[src/sv/ddrw_pkg.sv]
// Shared types, codes and reset constants of the differential drive controller.
package ddrw_pkg;

   localparam int DUTY_BITS_DEFAULT = 12;
   localparam int STEP_BITS         = 9;
   localparam int TIME_BITS         = 32;
   localparam int CSR_INDEX_BITS    = 8;
   localparam int CSR_DATA_BITS     = 32;

   localparam int RESET_MAX_DUTY      = 255;
   localparam int RESET_MIN_DUTY      = 100;
   localparam int RESET_STEP_FRACTION = 26;
   localparam int RESET_TIMEOUT_US    = 150000;
   localparam int STEP_FULL           = 256;

   localparam logic [CSR_INDEX_BITS-1:0] CSR_MAX_DUTY      = 8'd0;
   localparam logic [CSR_INDEX_BITS-1:0] CSR_MIN_DUTY      = 8'd1;
   localparam logic [CSR_INDEX_BITS-1:0] CSR_STEP_FRACTION = 8'd2;
   localparam logic [CSR_INDEX_BITS-1:0] CSR_TIMEOUT_US    = 8'd3;

   typedef enum logic {
      KIND_MOVE = 1'b0,
      KIND_TICK = 1'b1
   } kind_type;

   typedef enum logic [2:0] {
      DIR_NONE     = 3'd0,
      DIR_FORWARD  = 3'd1,
      DIR_BACKWARD = 3'd2,
      DIR_LEFT     = 3'd3,
      DIR_RIGHT    = 3'd4
   } dir_type;

   typedef struct packed {
      kind_type             kind;
      dir_type              direction;
      logic [TIME_BITS-1:0] now_us;
   } request_type;

   typedef struct packed {
      logic [STEP_BITS-1:0] step_fraction;
      logic [TIME_BITS-1:0] timeout_us;
   } timing_cfg_type;

   // Bit 1 is set when the left wheel runs forward, bit 0 for the right wheel.
   function automatic logic [1:0] dir_signs(dir_type dir);
      logic [1:0] signs;
      unique case (dir)
         DIR_FORWARD:  signs = 2'b11;
         DIR_BACKWARD: signs = 2'b00;
         DIR_LEFT:     signs = 2'b01;
         DIR_RIGHT:    signs = 2'b10;
         default:      signs = 2'b11;
      endcase
      return signs;
   endfunction

   function automatic logic dir_valid(dir_type dir);
      return (dir == DIR_FORWARD) || (dir == DIR_BACKWARD) ||
             (dir == DIR_LEFT) || (dir == DIR_RIGHT);
   endfunction

endpackage

[src/sv/ddrw_csr.sv]
// Configuration registers of the differential drive controller.
module ddrw_csr #(
   parameter int DUTY_BITS = ddrw_pkg::DUTY_BITS_DEFAULT
) (
   input  logic                                 clock,
   input  logic                                 reset,
   input  logic                                 wr_en,
   input  logic [ddrw_pkg::CSR_INDEX_BITS-1:0]  wr_index,
   input  logic [ddrw_pkg::CSR_DATA_BITS-1:0]   wr_data,
   output logic [DUTY_BITS-1:0]                 max_duty,
   output logic [DUTY_BITS-1:0]                 min_duty,
   output ddrw_pkg::timing_cfg_type             timing
);
   import ddrw_pkg::*;

   logic [DUTY_BITS-1:0] max_duty_ff, max_duty_in;
   logic [DUTY_BITS-1:0] min_duty_ff, min_duty_in;
   timing_cfg_type       timing_ff, timing_in;

   always_comb begin
      max_duty_in = max_duty_ff;
      min_duty_in = min_duty_ff;
      timing_in   = timing_ff;
      if (wr_en) begin
         unique case (wr_index)
            CSR_MAX_DUTY:      max_duty_in = wr_data[DUTY_BITS-1:0];
            CSR_MIN_DUTY:      min_duty_in = wr_data[DUTY_BITS-1:0];
            CSR_STEP_FRACTION: timing_in.step_fraction = wr_data[STEP_BITS-1:0];
            CSR_TIMEOUT_US:    timing_in.timeout_us = wr_data[TIME_BITS-1:0];
            default: begin
            end
         endcase
      end
   end

   always_ff @(posedge clock) begin
      if (reset) begin
         max_duty_ff             <= DUTY_BITS'(RESET_MAX_DUTY);
         min_duty_ff             <= DUTY_BITS'(RESET_MIN_DUTY);
         timing_ff.step_fraction <= STEP_BITS'(RESET_STEP_FRACTION);
         timing_ff.timeout_us    <= TIME_BITS'(RESET_TIMEOUT_US);
      end else begin
         max_duty_ff <= max_duty_in;
         min_duty_ff <= min_duty_in;
         timing_ff   <= timing_in;
      end
   end

   assign max_duty = max_duty_ff;
   assign min_duty = min_duty_ff;
   assign timing   = timing_ff;

endmodule

[src/sv/ddrw_engine.sv]
// Drive state, duty ramp, watchdog and PWM level registers.
module ddrw_engine #(
   parameter int DUTY_BITS = ddrw_pkg::DUTY_BITS_DEFAULT
) (
   input  logic                      clock,
   input  logic                      reset,
   input  logic                      enable,
   input  ddrw_pkg::request_type     request,
   input  logic [DUTY_BITS-1:0]      max_duty,
   input  logic [DUTY_BITS-1:0]      min_duty,
   input  ddrw_pkg::timing_cfg_type  timing,
   output logic [DUTY_BITS-1:0]      left_fwd_pwm,
   output logic [DUTY_BITS-1:0]      left_rev_pwm,
   output logic [DUTY_BITS-1:0]      right_fwd_pwm,
   output logic [DUTY_BITS-1:0]      right_rev_pwm,
   output logic                      running
);
   import ddrw_pkg::*;

   localparam int DW = DUTY_BITS + 1;
   localparam int SW = DUTY_BITS + 12;
   localparam int FW = STEP_BITS + 1;

   dir_type                active_dir_ff, active_dir_in;
   logic signed [DW-1:0]   duty_ff [2];
   logic signed [DW-1:0]   duty_in [2];
   logic [TIME_BITS-1:0]   last_move_ff, last_move_in;
   logic [DUTY_BITS-1:0]   level_ff [4];
   logic [DUTY_BITS-1:0]   level_in [4];

   logic [STEP_BITS-1:0]   step_clamped;
   logic signed [FW-1:0]   step_s;
   logic signed [FW-1:0]   step_inv;
   logic signed [DW-1:0]   max_ext;
   logic signed [DW-1:0]   min_ext;
   logic signed [DW-1:0]   target [2];
   logic signed [SW-1:0]   sum [2];
   logic signed [SW-1:0]   sum_adj [2];
   logic signed [DW-1:0]   ramped [2];
   logic [DW-1:0]          mag [2];
   logic [DUTY_BITS-1:0]   mag_clamped [2];
   logic [TIME_BITS-1:0]   elapsed;
   logic [1:0]             signs;

   always_comb begin
      step_clamped = (timing.step_fraction > STEP_BITS'(STEP_FULL)) ?
                     STEP_BITS'(STEP_FULL) : timing.step_fraction;
      step_s   = signed'({1'b0, step_clamped});
      step_inv = signed'(FW'(STEP_FULL) - {1'b0, step_clamped});
      max_ext  = signed'({1'b0, max_duty});
      min_ext  = signed'({1'b0, min_duty});
      elapsed  = request.now_us - last_move_ff;
      signs    = dir_signs(request.direction);

      for (int w = 0; w < 2; w++) begin
         target[w]  = duty_ff[w][DW-1] ? -max_ext : max_ext;
         sum[w]     = SW'(duty_ff[w]) * SW'(step_inv) + SW'(target[w]) * SW'(step_s);
         sum_adj[w] = sum[w][SW-1] ? sum[w] + SW'(255) : sum[w];
         ramped[w]  = DW'(sum_adj[w] >>> 8);
         mag[w]     = ramped[w][DW-1] ? DW'(-ramped[w]) : DW'(ramped[w]);
         mag_clamped[w] = (mag[w] > {1'b0, max_duty}) ? max_duty : mag[w][DUTY_BITS-1:0];
      end

      active_dir_in = active_dir_ff;
      duty_in       = duty_ff;
      last_move_in  = last_move_ff;
      level_in      = level_ff;

      if (request.kind == KIND_MOVE) begin
         last_move_in = request.now_us;
         if (!dir_valid(request.direction)) begin
            active_dir_in = DIR_NONE;
            duty_in       = '{default: '0};
            level_in      = '{default: '0};
         end else if (request.direction != active_dir_ff) begin
            active_dir_in = request.direction;
            for (int w = 0; w < 2; w++) begin
               duty_in[w]      = signs[1-w] ? min_ext : -min_ext;
               level_in[2*w]   = signs[1-w] ? min_duty : '0;
               level_in[2*w+1] = signs[1-w] ? '0 : min_duty;
            end
         end else begin
            for (int w = 0; w < 2; w++) begin
               duty_in[w]      = ramped[w];
               level_in[2*w]   = ramped[w][DW-1] ? '0 : mag_clamped[w];
               level_in[2*w+1] = ramped[w][DW-1] ? mag_clamped[w] : '0;
            end
         end
      end else if (elapsed > timing.timeout_us) begin
         active_dir_in = DIR_NONE;
         duty_in       = '{default: '0};
         level_in      = '{default: '0};
      end
   end

   always_ff @(posedge clock) begin
      if (reset) begin
         active_dir_ff <= DIR_NONE;
         duty_ff       <= '{default: '0};
         last_move_ff  <= '0;
         level_ff      <= '{default: '0};
      end else if (enable) begin
         active_dir_ff <= active_dir_in;
         duty_ff       <= duty_in;
         last_move_ff  <= last_move_in;
         level_ff      <= level_in;
      end
   end

   assign left_fwd_pwm  = level_ff[0];
   assign left_rev_pwm  = level_ff[1];
   assign right_fwd_pwm = level_ff[2];
   assign right_rev_pwm = level_ff[3];
   assign running       = (active_dir_ff != DIR_NONE);

   // A stopped drive shows no level on any channel.
   a_stopped_is_silent: assert property (@(posedge clock) disable iff (reset)
      !running |-> (level_ff[0] == '0) && (level_ff[1] == '0) &&
                   (level_ff[2] == '0) && (level_ff[3] == '0))
      else $error("stopped drive with a non-zero PWM level");

   // At most one channel of each wheel is driven.
   a_one_channel_per_wheel: assert property (@(posedge clock) disable iff (reset)
      ((level_ff[0] == '0) || (level_ff[1] == '0)) &&
      ((level_ff[2] == '0) || (level_ff[3] == '0)))
      else $error("both channels of a wheel driven");

   // A move with no recognised direction always leaves the drive stopped.
   a_bad_direction_stops: assert property (@(posedge clock) disable iff (reset)
      enable && (request.kind == KIND_MOVE) && !dir_valid(request.direction)
      |=> !running)
      else $error("drive still running after a stop command");

endmodule

[src/sv/diff_drive_ramp_watchdog.sv]
// Top level of the differential drive controller: request stage, engine and result handshake.
//
// Each request (a move command or a watchdog tick) produces exactly one response holding the
// four PWM channel levels and the running flag. A request is registered in the request stage on
// acceptance and processed once the response slot is free or being emptied, in a single pass
// through the ramp multipliers and the watchdog compare, so one request per cycle is sustained
// while responses are taken; the result is registered together with the response valid flag in
// the PWM level registers, which themselves form the response
// register; the request stage keeps accepting while a response waits, and only a held response
// together with a full request stage stops new requests. Configuration writes are always
// taken and act on requests processed afterwards.
module diff_drive_ramp_watchdog #(
   parameter int DUTY_BITS = ddrw_pkg::DUTY_BITS_DEFAULT
) (
   input  logic                                 clock,
   input  logic                                 reset,
   input  logic                                 req_valid,
   output logic                                 req_ready,
   input  logic                                 req_kind,
   input  logic [2:0]                           req_direction,
   input  logic [ddrw_pkg::TIME_BITS-1:0]       req_now_us,
   output logic                                 rsp_valid,
   input  logic                                 rsp_ready,
   output logic [DUTY_BITS-1:0]                 rsp_left_fwd_pwm,
   output logic [DUTY_BITS-1:0]                 rsp_left_rev_pwm,
   output logic [DUTY_BITS-1:0]                 rsp_right_fwd_pwm,
   output logic [DUTY_BITS-1:0]                 rsp_right_rev_pwm,
   output logic                                 rsp_running,
   input  logic                                 csr_valid,
   output logic                                 csr_ready,
   input  logic [ddrw_pkg::CSR_INDEX_BITS-1:0]  csr_index,
   input  logic [ddrw_pkg::CSR_DATA_BITS-1:0]   csr_wdata
);
   import ddrw_pkg::*;

   logic                 req_valid_ff, req_valid_in;
   request_type          req_ff, req_in;
   logic                 rsp_valid_ff, rsp_valid_in;
   logic                 process;
   logic                 req_take;
   logic [DUTY_BITS-1:0] max_duty;
   logic [DUTY_BITS-1:0] min_duty;
   timing_cfg_type       timing;

   assign process   = req_valid_ff && (!rsp_valid_ff || rsp_ready);
   assign req_ready = !req_valid_ff || process;
   assign req_take  = req_valid && req_ready;
   assign csr_ready = 1'b1;

   always_comb begin
      req_in           = req_ff;
      req_in.kind      = kind_type'(req_kind);
      req_in.direction = dir_type'(req_direction);
      req_in.now_us    = req_now_us;
      req_valid_in     = req_take || (req_valid_ff && !process);
      rsp_valid_in     = process || (rsp_valid_ff && !rsp_ready);
   end

   always_ff @(posedge clock) begin
      if (reset) begin
         req_valid_ff <= 1'b0;
         rsp_valid_ff <= 1'b0;
      end else begin
         req_valid_ff <= req_valid_in;
         rsp_valid_ff <= rsp_valid_in;
      end
   end

   always_ff @(posedge clock) begin
      if (req_take) begin
         req_ff <= req_in;
      end
   end

   ddrw_csr #(
      .DUTY_BITS(DUTY_BITS)
   ) u_csr (
      .clock    (clock),
      .reset    (reset),
      .wr_en    (csr_valid && csr_ready),
      .wr_index (csr_index),
      .wr_data  (csr_wdata),
      .max_duty (max_duty),
      .min_duty (min_duty),
      .timing   (timing)
   );

   ddrw_engine #(
      .DUTY_BITS(DUTY_BITS)
   ) u_engine (
      .clock         (clock),
      .reset         (reset),
      .enable        (process),
      .request       (req_ff),
      .max_duty      (max_duty),
      .min_duty      (min_duty),
      .timing        (timing),
      .left_fwd_pwm  (rsp_left_fwd_pwm),
      .left_rev_pwm  (rsp_left_rev_pwm),
      .right_fwd_pwm (rsp_right_fwd_pwm),
      .right_rev_pwm (rsp_right_rev_pwm),
      .running       (rsp_running)
   );

   assign rsp_valid = rsp_valid_ff;

   // A request waiting in the input stage keeps its contents until it is processed.
   a_stage_holds: assert property (@(posedge clock) disable iff (reset)
      req_valid_ff && !process |=> req_valid_ff && $stable(req_ff))
      else $error("request stage changed before processing");

   // Processing only happens when the response slot is free or being emptied.
   a_no_overwrite: assert property (@(posedge clock) disable iff (reset)
      process |-> !rsp_valid_ff || rsp_ready)
      else $error("unread response overwritten");

   // Processing a request always leaves a response waiting.
   a_process_gives_response: assert property (@(posedge clock) disable iff (reset)
      process |=> rsp_valid_ff)
      else $error("processed request without response");

endmodule

[config.mk]
export PLATFORM = sky130hd
export DESIGN_NAME = diff_drive_ramp_watchdog
export DESIGN_NICKNAME = d
export VERILOG_FILES = /design/src/sv/ddrw_pkg.sv /design/src/sv/ddrw_csr.sv /design/src/sv/ddrw_engine.sv /design/src/sv/diff_drive_ramp_watchdog.sv
export SDC_FILE = /design/constraint.sdc
export NUM_CORES = 2
export LEC_CHECK = 0
export ABC_AREA = 1
export BUFFER_PORTS_ARGS = -buffer_cell sky130_fd_sc_hd__buf_2
export CORE_MARGIN = 4
export CORE_UTILIZATION = 45
export CTS_BUF_LIST = sky130_fd_sc_hd__clkbuf_8
export CTS_CLUSTER_DIAMETER = 100
export DETAILED_ROUTE_END_ITERATION = 12
export GPL_ROUTABILITY_DRIVEN = 0
export GPL_TIMING_DRIVEN = 0
export PLACE_DENSITY = 0.6
export RECOVER_POWER = 50
export SLEW_MARGIN = 0
export SYNTH_ARGS = -nofsm -noshare
export SYNTH_HDL_FRONTEND = slang
export SYNTH_SLANG_ARGS = --single-unit
[constraint.sdc]
create_clock -name clock -period 11.7 [get_ports clock]
set_input_delay 0.585 -clock clock [delete_from_list [all_inputs] [get_ports clock]]
set_output_delay 0.585 -clock clock [all_outputs]
set_load 0.05 [all_outputs]
==> results.py <==
metrics = {
    "cts": {
        "cts.sinks": 212,
        "clockBufferDepth": 3,
        "cts_tree": "built",
        "clkTransAtPathRegs_ps": 60,
        "htreeDepth": 2,
        "cts_root_buf": "clkbuf_8",
        "clk_latency_ps": 550,
        "cts_buffers": 35,
    },
    "floorplanning": {
        "dieArea_um2": 77900,
        "rows": 99,
        "ioPinCount": 133,
        "die_x_um": 279,
        "die_h_um": 279,
        "core_area_um2": 72800,
        "initial_core_util_pct": 45.4,
    },
    "logic_synthesis": {
        "synth_async_sr_flop_share_pct": 0,
        "synth_compound_area_share_pct": 8.61,
        "synthMuxAreaShare_pct": 0,
        "avgSynthCellArea_um2": 7.67,
        "synth-edff-count": 36,
        "synth.cell_area_um2": 33100,
        "ys_warn_count": 0,
        "synth_area_leaders": "fa_1 32%, dfxtp_1 11%, inv_1 10%",
        "ys_seq_area_share_pct": 13.9,
        "synthSimpleGateAreaFrac_pct": 20.9,
        "ys_types": 59,
        "synthXorXnorAreaFrac_pct": 1.88,
        "synth_seq_cells": 212,
        "yosysTopAreaCellShare_pct": 32.4,
        "synth_top_area_cell": "fa_1",
        "synth_top_family_by_area": "adder cells",
        "synthAdderAreaFrac_pct": 42.2,
        "synthCells": 4308,
        "synthFlopType": "dfxtp_1",
    },
    "sta": {
        "clock_skew_ps": 25.5,
        "maxSlewViolCount": 0,
        "fmax_mhz": 88.6,
        "period_minus_slack_ps": 11290,
        "setup_viol": 0,
        "max_slew_margin_pct": 1.76,
        "hold_viol_final": 0,
        "finalCritPeriodShare_pct": 96.5,
        "worst_pin_slew_ps": 1470,
    },
    "critical_path": {
        "cpPeakStageDelay_ps": 630,
        "worstSetupPathType": "reg -> reg",
        "endpoint_kind": "flop",
        "crit_slowest_cell": "fa_1",
        "worstPathRequired_ps": 12170,
        "path_buf_inv": 13,
        "setup.worst_path.start_class": "flop",
        "crit_family": "adder cells",
        "arrival_ps": 11770,
        "path_max_fanout": 10,
    },
    "pwr": {
        "powerDensity_nw_per_um2": 153,
        "total_power_mw": 5.51,
        "power_leakage_nw": 18.0,
        "vdd_ir_drop_max_v": 0.000325,
    },
    "cells_and_area": {
        "area_growth_pct": 9.25,
        "antennaDiodeCount": 0,
        "final_layout_size_suffix_gt1_share_pct": 7.84,
        "final_util_pct": 49.6,
        "final_common_cell": "inv_1",
        "final_nets": 5391,
        "num-fill-cells": 7425,
        "layout_common_cells": "921 x inv_1, 887 x nand2_1, 528 x fa_1, 423 x nor2_1",
    },
    "global_routing": {
        "antenna_found_initial": 1,
        "grt_pass1_wl_um": 164000,
        "grt_max_degree": 37,
        "grt_overflow": 0,
        "grt_pass1_vias": 28700,
        "grt_use_total_pct": 27.3,
    },
    "drt": {
        "viasPerCell": 5.22,
        "drt_wl_total_um": 106000,
        "via_count": 28700,
        "ant_nets": 0,
        "wl_met1_um": 45400,
        "top_layer": "met5",
        "drc": 0,
        "routedWlPerCell_um": 19.3,
        "met3_length_um": 9930,
        "wl_met2_um": 47100,
        "drt_first_pass_iters": 6,
        "drt_iter0_drc": 2636,
    },
    "place": {
        "place_hpwl_um": 90000,
        "numPortBuffers": 130,
    },
    "hold_path": {
        "hp-class": "in -> reg",
    },
    "flow_run": {
        "drv_cap": 1,
    },
    "status": {
        "status": "finished with violations",
        "failed_checks": "max-capacitance violations",
    },
}
where the power goes:
group	leakage (nW)	internal (mW)	switching, mW
clock	0.421	0.391	0.316
sequential	1.78	0.762	0.0148
combinational	15.8	1.32	2.71
total	18.0	2.47	3.04
area by class of cell:
| type | count | area, um^2 | share of cell area [%] |
|---|---|---|---|
| clock buffers | 38 | 523 | 1.45 |
| plain buffers | 110 | 613 | 1.70 |
| clock inverters | 24 | 214 | 0.592 |
| flip-flops and latches | 212 | 4610 | 12.8 |
| well taps | 959 | 1200 | 3.32 |
| inverters | 954 | 3600 | 9.97 |
| multi-input cells | 3059 | 24700 | 68.3 |
| repair buffers | 143 | 697 | 1.93 |
what timing repair did:
| item | in CTS | in global routing |
|---|---|---|
| pin swaps | 1 | 9 |
| buffers inserted | 1 | 12 |
| hold buffers | 0 | 0 |
| resized for setup | 40 | 101 |
| endpoints found under the setup margin | 48 | 48 |
| endpoints found under the hold margin | 0 | 0 |
layer usage:
layer  GRT usage (%)  up-vias
met2            42.4     1164
met3            6.45      219
li1                -    13500
met5               0        -
met4            8.89        2
met1            37.9    13800
cells by family (layout without fill, tap and decap cells):
group                    count (synthesis)  count (layout)
AO/OA/AOI/OAI                          523             523
XOR/XNOR                                70              70
adder cells (fa/ha/maj)                795             795
buffers and inverters                 1064            1269
flip-flops                             212             212
other                                    2              29
AND/OR/NAND/NOR                       1642            1642
state kept, by name, indices dropped and copies added, names as in the netlist:
signal / count
u_csr.min_duty: 12
u_csr.max_duty: 12
u_engine.active_dir_ff: 3
rsp_valid: 1
req_ff: 36
u_engine.left_fwd_pwm: 12
u_csr.timing: 41
u_engine.right_fwd_pwm: 12
u_engine.right_rev_pwm: 12
u_engine.duty_ff: 26
u_engine.left_rev_pwm: 12
u_engine.last_move_ff: 32
req_valid_ff: 1
synthesized netlist by cell type (all sizes together) (2+ instances only):
library cell,n
nand3,179
xor2,51
conb,2
dfxtp,176
nor3,18
clkbuf,78
a21boi,6
nand2,928
buf,29
nor4,3
a221oi,2
a31oi,2
o211ai,2
nand3b,15
xnor2,19
ha,260
o221ai,13
clkinv,13
a211oi,9
fa,535
o21ai,198
a21o,4
and2,3
o21a,5
nor2,452
inv,941
edfxtp,36
or2,2
nand4,39
o21bai,7
dlygate4sd1,2
a21oi,272
metrics by stage:
| stage | TNS (ps) | worst slack, ps | instance area (um^2) | hold slack (ps) | instances |
|---|---|---|---|---|---|
| final | 0 | 407 | 36100 | 201 | 5499 |
| after floorplan | 0 | 1290 | 33200 | 433 | 4335 |
| after detailed placement | -67840 | -1640 | 35000 | 451 | 5424 |
| after global placement | -64930 | -1530 | 35000 | 444 | 5424 |
| after global routing | -336 | -59.2 | 36100 | 183 | 5499 |
| after CTS | 0 | 4.18 | 35800 | 168 | 5487 |
worst paths after layout:
| check | from | end | slack [ps] | cells past startpoint |
|---|---|---|---|---|
| setup / recovery | u_csr.timing[32] | u_engine.left_fwd_pwm[0] | 410 | 56 |
| hold / removal | req_now_us[20] | req_ff[20] | 200 | 1 |
| setup reg to reg | u_csr.timing[32] | u_engine.left_fwd_pwm[0] | 410 | 56 |
| hold reg to reg | u_engine.last_move_ff[8] | u_engine.last_move_ff[8] | 460 | 2 |
Power figures use the tool's default switching activity.
